===== src/rtl/sgwe_pkg.sv =====
// sgwe_pkg: shared constants, axis types and per-axis helper functions
// for the strided grid window extractor; depends on nothing else
package sgwe_pkg;

  localparam int unsigned AXIS_BITS    = 16;
  localparam int unsigned ELEMENT_BITS = 64;
  localparam int unsigned SLOT_BITS    = 16;
  localparam int unsigned DATA_W       = 64;
  localparam int unsigned INDEX_W      = 48;
  localparam int unsigned WINDOW_W     = 64;
  localparam int unsigned CFG_IDX_W    = 2;

  localparam logic [DATA_W-1:0] ELEM_MASK = {DATA_W{1'b1}} >> (DATA_W - ELEMENT_BITS);
  localparam logic [WINDOW_W-1:0] WINDOW_RESET = 64'h0001_0000_0000_0001;

  // register indexes
  localparam logic [CFG_IDX_W-1:0] REG_I_WINDOW = 2'd0;
  localparam logic [CFG_IDX_W-1:0] REG_J_WINDOW = 2'd1;
  localparam logic [CFG_IDX_W-1:0] REG_K_WINDOW = 2'd2;

  typedef logic [AXIS_BITS-1:0] axis_val_t;
  typedef logic [AXIS_BITS:0]   axis_wide_t;

  typedef struct packed {
    axis_val_t ext;
    axis_val_t trim_lo;
    axis_val_t trim_hi;
    axis_val_t skip;
  } axis_cfg_t;

  typedef struct packed {
    axis_val_t pos;
    axis_val_t phase;
  } axis_cnt_t;

  function automatic axis_cfg_t axis_unpack(logic [WINDOW_W-1:0] w);
    axis_cfg_t a;
    a.ext     = w[0*SLOT_BITS +: AXIS_BITS];
    a.trim_lo = w[1*SLOT_BITS +: AXIS_BITS];
    a.trim_hi = w[2*SLOT_BITS +: AXIS_BITS];
    a.skip    = w[3*SLOT_BITS +: AXIS_BITS];
    return a;
  endfunction

  function automatic logic axis_ok(axis_cfg_t a);
    axis_wide_t trims;
    logic ok;
    trims = {1'b0, a.trim_lo} + {1'b0, a.trim_hi};
    ok = 1'b1;
    if (a.ext == '0 || a.skip == '0) ok = 1'b0;
    if (a.ext == axis_val_t'(1) &&
        (a.skip != axis_val_t'(1) || a.trim_lo != '0 || a.trim_hi != '0)) ok = 1'b0;
    if (trims >= {1'b0, a.ext}) ok = 1'b0;
    return ok;
  endfunction

  // on the trimmed window and the skip grid
  function automatic logic axis_keep(axis_cfg_t a, axis_cnt_t c);
    axis_val_t lim;
    lim = a.ext - a.trim_hi;
    return (c.pos >= a.trim_lo) && (c.pos < lim) && (c.phase == '0);
  endfunction

  // last kept position on this axis
  function automatic logic axis_last(axis_cfg_t a, axis_cnt_t c);
    axis_wide_t sum;
    axis_val_t  lim;
    sum = {1'b0, c.pos} + {1'b0, a.skip};
    lim = a.ext - a.trim_hi;
    return sum >= {1'b0, lim};
  endfunction

  function automatic logic axis_wraps(axis_cfg_t a, axis_cnt_t c);
    axis_wide_t nxt;
    nxt = {1'b0, c.pos} + axis_wide_t'(1);
    return nxt >= {1'b0, a.ext};
  endfunction

  function automatic axis_cnt_t axis_step(axis_cfg_t a, axis_cnt_t c);
    axis_cnt_t  r;
    axis_wide_t ph;
    ph = {1'b0, c.phase} + axis_wide_t'(1);
    r  = c;
    if (axis_wraps(a, c)) begin
      r.pos   = '0;
      r.phase = '0;
    end else begin
      if (c.pos >= a.trim_lo) begin
        r.phase = (ph >= {1'b0, a.skip}) ? '0 : ph[AXIS_BITS-1:0];
      end
      r.pos = c.pos + axis_val_t'(1);
    end
    return r;
  endfunction

endpackage


===== src/rtl/strided_grid_window_extractor_unit.sv =====
// strided_grid_window_extractor_unit: crops and decimates an I-fastest 3-axis
// element stream; uses sgwe_pkg for types, constants and axis helpers
//
//  channel  | dir | handshake                         | payload
//  ---------+-----+-----------------------------------+--------------------------------
//  s_axis   | in  | s_axis_tvalid / s_axis_tready     | tdata = element_data
//  m_axis   | out | m_axis_tvalid / m_axis_tready     | tdata, tlast, tuser (see ports)
//  cfg      | in  | cfg_valid_i / cfg_ready_o         | cfg_index_i, cfg_data_i
//
// one word per clock in unless m_axis holds back the full output register, zero or one word out
// per input word, shown on m_axis in the cycle after its input word is taken; a single output
// register sits between the decision logic and m_axis; a new word is taken whenever that
// register is empty or being emptied in the same cycle; reset clears position and phase
// counters, kept count and output valid, and loads every axis window with extent 1, skip 1
// cfg_ready_o is always high; writes are expected only while the stream is idle
module strided_grid_window_extractor_unit (
  input  logic                           clk_i,
  input  logic                           rst_ni,
  // input stream
  input  logic                           s_axis_tvalid,
  output logic                           s_axis_tready,
  input  logic [sgwe_pkg::DATA_W-1:0]    s_axis_tdata,   // [63:0] element_data
  // output stream
  output logic                           m_axis_tvalid,
  input  logic                           m_axis_tready,
  output logic [sgwe_pkg::DATA_W+sgwe_pkg::INDEX_W-1:0]
                                         m_axis_tdata,   // [63:0] kept_data,
                                                         // [111:64] dest_index
  output logic                           m_axis_tlast,   // last_kept
  output logic                           m_axis_tuser,   // config_error
  // configuration writes
  input  logic                           cfg_valid_i,
  output logic                           cfg_ready_o,
  input  logic [sgwe_pkg::CFG_IDX_W-1:0] cfg_index_i,
  input  logic [sgwe_pkg::WINDOW_W-1:0]  cfg_data_i
);

  // axis settings, unpacked and trimmed to the axis width
  sgwe_pkg::axis_cfg_t cfg_i_q, cfg_j_q, cfg_k_q;

  // source counters
  sgwe_pkg::axis_cnt_t cnt_i_q, cnt_j_q, cnt_k_q;
  sgwe_pkg::axis_cnt_t cnt_i_d, cnt_j_d, cnt_k_d;
  logic [sgwe_pkg::INDEX_W-1:0] kept_cnt_q, kept_cnt_d;

  // output register
  logic                         out_vld_q, out_vld_d;
  logic [sgwe_pkg::DATA_W-1:0]  out_data_q, out_data_d;
  logic [sgwe_pkg::INDEX_W-1:0] out_idx_q, out_idx_d;
  logic                         out_last_q, out_last_d;
  logic                         out_err_q, out_err_d;

  logic in_acc;
  logic cfg_good;
  logic keep, last;
  logic wrap_i, wrap_j, wrap_k;

  assign cfg_ready_o   = 1'b1;
  assign s_axis_tready = !out_vld_q || m_axis_tready;
  assign in_acc        = s_axis_tvalid && s_axis_tready;

  assign m_axis_tvalid = out_vld_q;
  assign m_axis_tdata  = {out_idx_q, out_data_q};
  assign m_axis_tlast  = out_last_q;
  assign m_axis_tuser  = out_err_q;

  // decision and counter advance for the word at the input
  always_comb begin
    cfg_good = sgwe_pkg::axis_ok(cfg_i_q) && sgwe_pkg::axis_ok(cfg_j_q) &&
               sgwe_pkg::axis_ok(cfg_k_q);
    keep = sgwe_pkg::axis_keep(cfg_i_q, cnt_i_q) && sgwe_pkg::axis_keep(cfg_j_q, cnt_j_q) &&
           sgwe_pkg::axis_keep(cfg_k_q, cnt_k_q);
    last = sgwe_pkg::axis_last(cfg_i_q, cnt_i_q) && sgwe_pkg::axis_last(cfg_j_q, cnt_j_q) &&
           sgwe_pkg::axis_last(cfg_k_q, cnt_k_q);
    wrap_i = sgwe_pkg::axis_wraps(cfg_i_q, cnt_i_q);
    wrap_j = sgwe_pkg::axis_wraps(cfg_j_q, cnt_j_q);
    wrap_k = sgwe_pkg::axis_wraps(cfg_k_q, cnt_k_q);

    cnt_i_d    = cnt_i_q;
    cnt_j_d    = cnt_j_q;
    cnt_k_d    = cnt_k_q;
    kept_cnt_d = kept_cnt_q;

    out_vld_d  = out_vld_q && !m_axis_tready;
    out_data_d = out_data_q;
    out_idx_d  = out_idx_q;
    out_last_d = out_last_q;
    out_err_d  = out_err_q;

    if (in_acc) begin
      if (!cfg_good) begin
        // bad settings: error word, counters frozen
        out_vld_d  = 1'b1;
        out_data_d = '0;
        out_idx_d  = '0;
        out_last_d = 1'b0;
        out_err_d  = 1'b1;
      end else begin
        if (keep) begin
          out_vld_d  = 1'b1;
          out_data_d = s_axis_tdata & sgwe_pkg::ELEM_MASK;
          out_idx_d  = kept_cnt_q;
          out_last_d = last;
          out_err_d  = 1'b0;
          kept_cnt_d = kept_cnt_q + sgwe_pkg::INDEX_W'(1);
        end
        // i advances every word, j on i wrap, k on j wrap
        cnt_i_d = sgwe_pkg::axis_step(cfg_i_q, cnt_i_q);
        if (wrap_i) begin
          cnt_j_d = sgwe_pkg::axis_step(cfg_j_q, cnt_j_q);
          if (wrap_j) begin
            cnt_k_d = sgwe_pkg::axis_step(cfg_k_q, cnt_k_q);
            // end of volume restarts the dense index
            if (wrap_k) kept_cnt_d = '0;
          end
        end
      end
    end
  end

  always_ff @(posedge clk_i or negedge rst_ni) begin
    if (!rst_ni) begin
      cfg_i_q    <= sgwe_pkg::axis_unpack(sgwe_pkg::WINDOW_RESET);
      cfg_j_q    <= sgwe_pkg::axis_unpack(sgwe_pkg::WINDOW_RESET);
      cfg_k_q    <= sgwe_pkg::axis_unpack(sgwe_pkg::WINDOW_RESET);
      cnt_i_q    <= '0;
      cnt_j_q    <= '0;
      cnt_k_q    <= '0;
      kept_cnt_q <= '0;
      out_vld_q  <= 1'b0;
    end else begin
      if (cfg_valid_i) begin
        unique case (cfg_index_i)
          sgwe_pkg::REG_I_WINDOW: cfg_i_q <= sgwe_pkg::axis_unpack(cfg_data_i);
          sgwe_pkg::REG_J_WINDOW: cfg_j_q <= sgwe_pkg::axis_unpack(cfg_data_i);
          sgwe_pkg::REG_K_WINDOW: cfg_k_q <= sgwe_pkg::axis_unpack(cfg_data_i);
          default: ;
        endcase
      end
      cnt_i_q    <= cnt_i_d;
      cnt_j_q    <= cnt_j_d;
      cnt_k_q    <= cnt_k_d;
      kept_cnt_q <= kept_cnt_d;
      out_vld_q  <= out_vld_d;
    end
  end

  // payload of the output register, no reset
  always_ff @(posedge clk_i) begin
    out_data_q <= out_data_d;
    out_idx_q  <= out_idx_d;
    out_last_q <= out_last_d;
    out_err_q  <= out_err_d;
  end

endmodule

===== config.mk =====
export PLATFORM = sky130hd
export DESIGN_NAME = strided_grid_window_extractor_unit
export DESIGN_NICKNAME = d
export VERILOG_FILES = /design/src/rtl/sgwe_pkg.sv /design/src/rtl/strided_grid_window_extractor_unit.sv
export SDC_FILE = /design/constraint.sdc
export NUM_CORES = 1
export LEC_CHECK = 0
export BUFFER_PORTS_ARGS = -buffer_cell sky130_fd_sc_hd__buf_2
export CAP_MARGIN = 5
export CORE_ASPECT_RATIO = 1.75
export CORE_MARGIN = 4
export CORE_UTILIZATION = 55
export DETAILED_ROUTE_END_ITERATION = 7
export HOLD_SLACK_MARGIN = 0.1
export PLACE_DENSITY = 0.8
export SLEW_MARGIN = 20
export SYNTH_ARGS = -nofsm -noshare
export SYNTH_HDL_FRONTEND = slang
export SYNTH_SLANG_ARGS = --single-unit

===== constraint.sdc =====
create_clock -name clk_i -period 9.3 [get_ports clk_i]
set_input_delay 0.465 -clock clk_i [delete_from_list [all_inputs] [get_ports clk_i]]
set_output_delay 0.465 -clock clk_i [all_outputs]
set_load 0.01 [all_outputs]

==> flow_metrics.env <==
export IMPL_fin_crit_ns=6.78
export IMPL_drt_iter0_markers=2119
export IMPL_worstPathMaxFanout=85
export IMPL_dpl_hpwl_mm=86.0
export IMPL_max_cap_violations=0
export IMPL_fin_ws_ns=2.52
export IMPL_antenna_found_initial=3
export IMPL_core_area_um2=59100
export IMPL_layout_nets=4282
export IMPL_met1_usage=0.338
export IMPL_synth_compound_area_share=0.134
export IMPL_p_total_mw=8.00
export IMPL_slew_headroom=0.271
export IMPL_viasPerCell=6.24
export IMPL_synthSimpleGateAreaFrac=0.180
export IMPL_setup_violations=0
export IMPL_place_gp_congestion=1.08
export IMPL_report_final_hold_viol_count=0
export IMPL_synth_mux_area_frac=0.0489
export IMPL_grt_pass1_wl_mm=163
export IMPL_cts_resized=0
export IMPL_start_util=0.553
export IMPL_grt_pass1_vias=28308
export IMPL_syn_avg_cell_area_um2=9.37
export IMPL_clk_pin_slew_ns=0.07
export IMPL_use_met2=0.588
export IMPL_status="complete, no violations"
export IMPL_vias=28243
export IMPL_synth_common_cells="ha_1, dfrtp_1, nand2_1"
export IMPL_crit_path_end_kind="flop"
export IMPL_fmax_mhz=147
export IMPL_power_density_nw_per_um2=220
export IMPL_grt_max_degree=99
export IMPL_syn_nets=4065
export IMPL_synth_xor_area_frac=0.0574
export IMPL_synth_seq_area_share=0.363
export IMPL_yosys_area_top_type="dfrtp_1"
export IMPL_post_synth_top_area_fraction=0.253
export IMPL_first_pass_iters=5
export IMPL_finalMaxSlewViolations=0
export IMPL_synth_area_um2=32700
export IMPL_yosysWarnings=0
export IMPL_clkLatencyLatePin_ns=0.62
export IMPL_grtUsageMet3=0.0554
export IMPL_grt_usage=0.338
export IMPL_netlist_instances=3489
export IMPL_synthArstFlopShare=0.747
export IMPL_numClockSinks=451
export IMPL_port_buffers=250
export IMPL_wl_per_cell_um=24.1
export IMPL_final_layout_size_suffix_gt1_frac=0.142
export IMPL_cts_tree="built"
export IMPL_synthAdderAreaFrac=0.171
export IMPL_synth_most_common_cell="ha_1"
export IMPL_cp_arrival_ns=7.06
export IMPL_ir_drop_mv=0.162
export IMPL_ys_flop_type="dfrtp_1"
export IMPL_synth_area_leaders="dfrtp_1, ha_1, edfxtp_1, mux2_2, xnor2_1"
export IMPL_synth_seq_cells=451
export IMPL_clock_path_buffers=3
export IMPL_drc=0
export IMPL_htreeDepth=2
export IMPL_fin_worst_skew_ns=0.0433
export IMPL_busiest_layer="met2"
export IMPL_die_area_um2=63500
export IMPL_boundaryPins=252
export IMPL_post_cts_setup_buffers=0
export IMPL_dpl_worst_slack_ns=2.65
export IMPL_power_leakage_nw=17.6
export IMPL_min_path_type="input pin to flop"
export IMPL_synth_top_family_by_area="simple AND/OR/NAND/NOR gates"
export IMPL_die_height_um=330
export IMPL_area_growth_pct=11.2
export IMPL_critical_path_required_ns=9.58
export IMPL_multi_input_area_um2=19400
export IMPL_regArea_um2=11900
export IMPL_ant_nets=0
export IMPL_period_share=0.729
export IMPL_rsz0062_at_grt="no"
export IMPL_start_kind="flop"
export IMPL_hold_ws_ns=0.149
export IMPL_final_core_util=0.615
export IMPL_overflow=0
export IMPL_cts_made_buffers=44
export IMPL_worstMarginPinSlew_ns=1.09
export IMPL_tns_ns=0
export IMPL_fill_cells=5061
export IMPL_clockRootBuffer="clkbuf_16"
export IMPL_num_rows=118
export IMPL_criticalPathCategory="flop to flop"
export IMPL_die_width_um=192
export IMPL_wl_mm=109
export IMPL_yosysUniqueCellTypes=80
export IMPL_synth_edf_count=114
[worst paths after layout]
kind,start,end,slack (ns),cells past startpoint
worst max-delay path,cfg_i_q[48],out_data_q[19],2.52,26
worst min-delay path,cfg_data_i[23],cfg_i_q[39],0.15,3
worst max register to register,cfg_i_q[48],out_data_q[19],2.52,26
worst min register to register,cnt_j_q[5],cnt_j_q[5],0.55,1
max in group asynchronous,rst_ni,cfg_k_q[32],6.52,4
min in group asynchronous,rst_ni,kept_cnt_q[41],0.54,2
[where the power goes]
group | switching (mW) | total [mW] | internal [mW]
Clock | 0.864 | 2.04 | 1.17
Sequential | 0.294 | 2.66 | 2.36
Combinational | 1.99 | 3.30 | 1.32
[cell families (layout without fill, tap and decap cells)]
logic type,after synthesis,count (layout)
and+or+nand+nor,1150,1150
muxes,143,143
buffers and inverters,382,635
xor gates and xnor gates,214,214
other,1,6
AOI/OAI and AO/OA,706,706
adders and majority gates,442,442
DFF,451,451
[metal layers]
metal / part of all wire / up-vias
li1: - / 13024
met1: 0.33 / 13451
met2: 0.49 / 1257
met3: 0.069 / 511
met4: 0.11 / 0
met5: 0 / -
[state kept, by name, indices dropped and copies added, names as in the netlist]
| signal | count |
|---|---|
| m_axis_tvalid | 1 |
| cfg_k_q | 64 |
| cnt_j_q | 32 |
| cfg_i_q | 64 |
| out_data_q | 64 |
| out_idx_q | 48 |
| m_axis_tuser | 1 |
| m_axis_tlast | 1 |
| cnt_k_q | 32 |
| cnt_i_q | 32 |
| kept_cnt_q | 48 |
| cfg_j_q | 64 |
[critical path, stage by stage (launching register included)]
cell and delay, ns:
dfstp_2 0.39, inv_1 0.08, ha_1 0.15, inv_1 0.07, fa_1 0.41, a21o_1 0.18, a21oi_1 0.20, o21ai_0 0.17
a211oi_1 0.39, o31ai_1 0.16, nor4_1 0.20, nor3_1 0.13, a21o_1 0.19, a21oi_1 0.16, xor2_1 0.14, ha_1 0.23
a222oi_1 0.33, nand3_1 0.11, nor4_1 0.33, nor4bb_1 0.27, nand4_1 0.12, or4_1 0.40, buf_4 0.23, nand2_1 0.10
nand2_1 0.10, inv_4 0.70, buf_4 0.47
[cell usage in the layout (no fill, tap or decap), drive strengths merged, types with 13 or more instances in the layout]
master     n
nand4     72
buf      271
o21bai    13
o21a      41
a21o      51
a31o      14
a21oi    191
nand2    306
nor2     186
inv      282
clkbuf    56
ha       432
mux2     134
and3     154
edfxtp   114
or3       22
a211oi    29
nand2b    46
o31ai     28
nor4      71
nor2b     45
xor2      82
and2      22
o21ai    227
o211ai    22
o2111ai   16
dfrtp    331
xnor2    132
and4      15
nand3    122
clkinv    13
nor3      49
[metrics by stage]
step | cells | cell area (um^2)
final | 4527 | 36300
after global routing | 4524 | 36300
after CTS | 4522 | 36300
after detailed placement | 4437 | 34700
after global placement | 4437 | 34700
after floorplan | 3489 | 32700
[final cells by class]
cell class | count | area share
timing repair buffer | 274 | 0.0399
tap | 780 | 0.0269
clock inverter | 26 | 0.00975
multi-input combinational | 2656 | 0.533
antenna | 5 | 0.000344
clock buffer | 56 | 0.0349
sequential | 451 | 0.327
inverter | 279 | 0.0289
[what timing repair did]
item	in CTS	in global routing
setup endpoints to repair	0	0
hold endpoints to repair	89	0
hold buffers	3	0
Power figures use the tool's default switching activity.
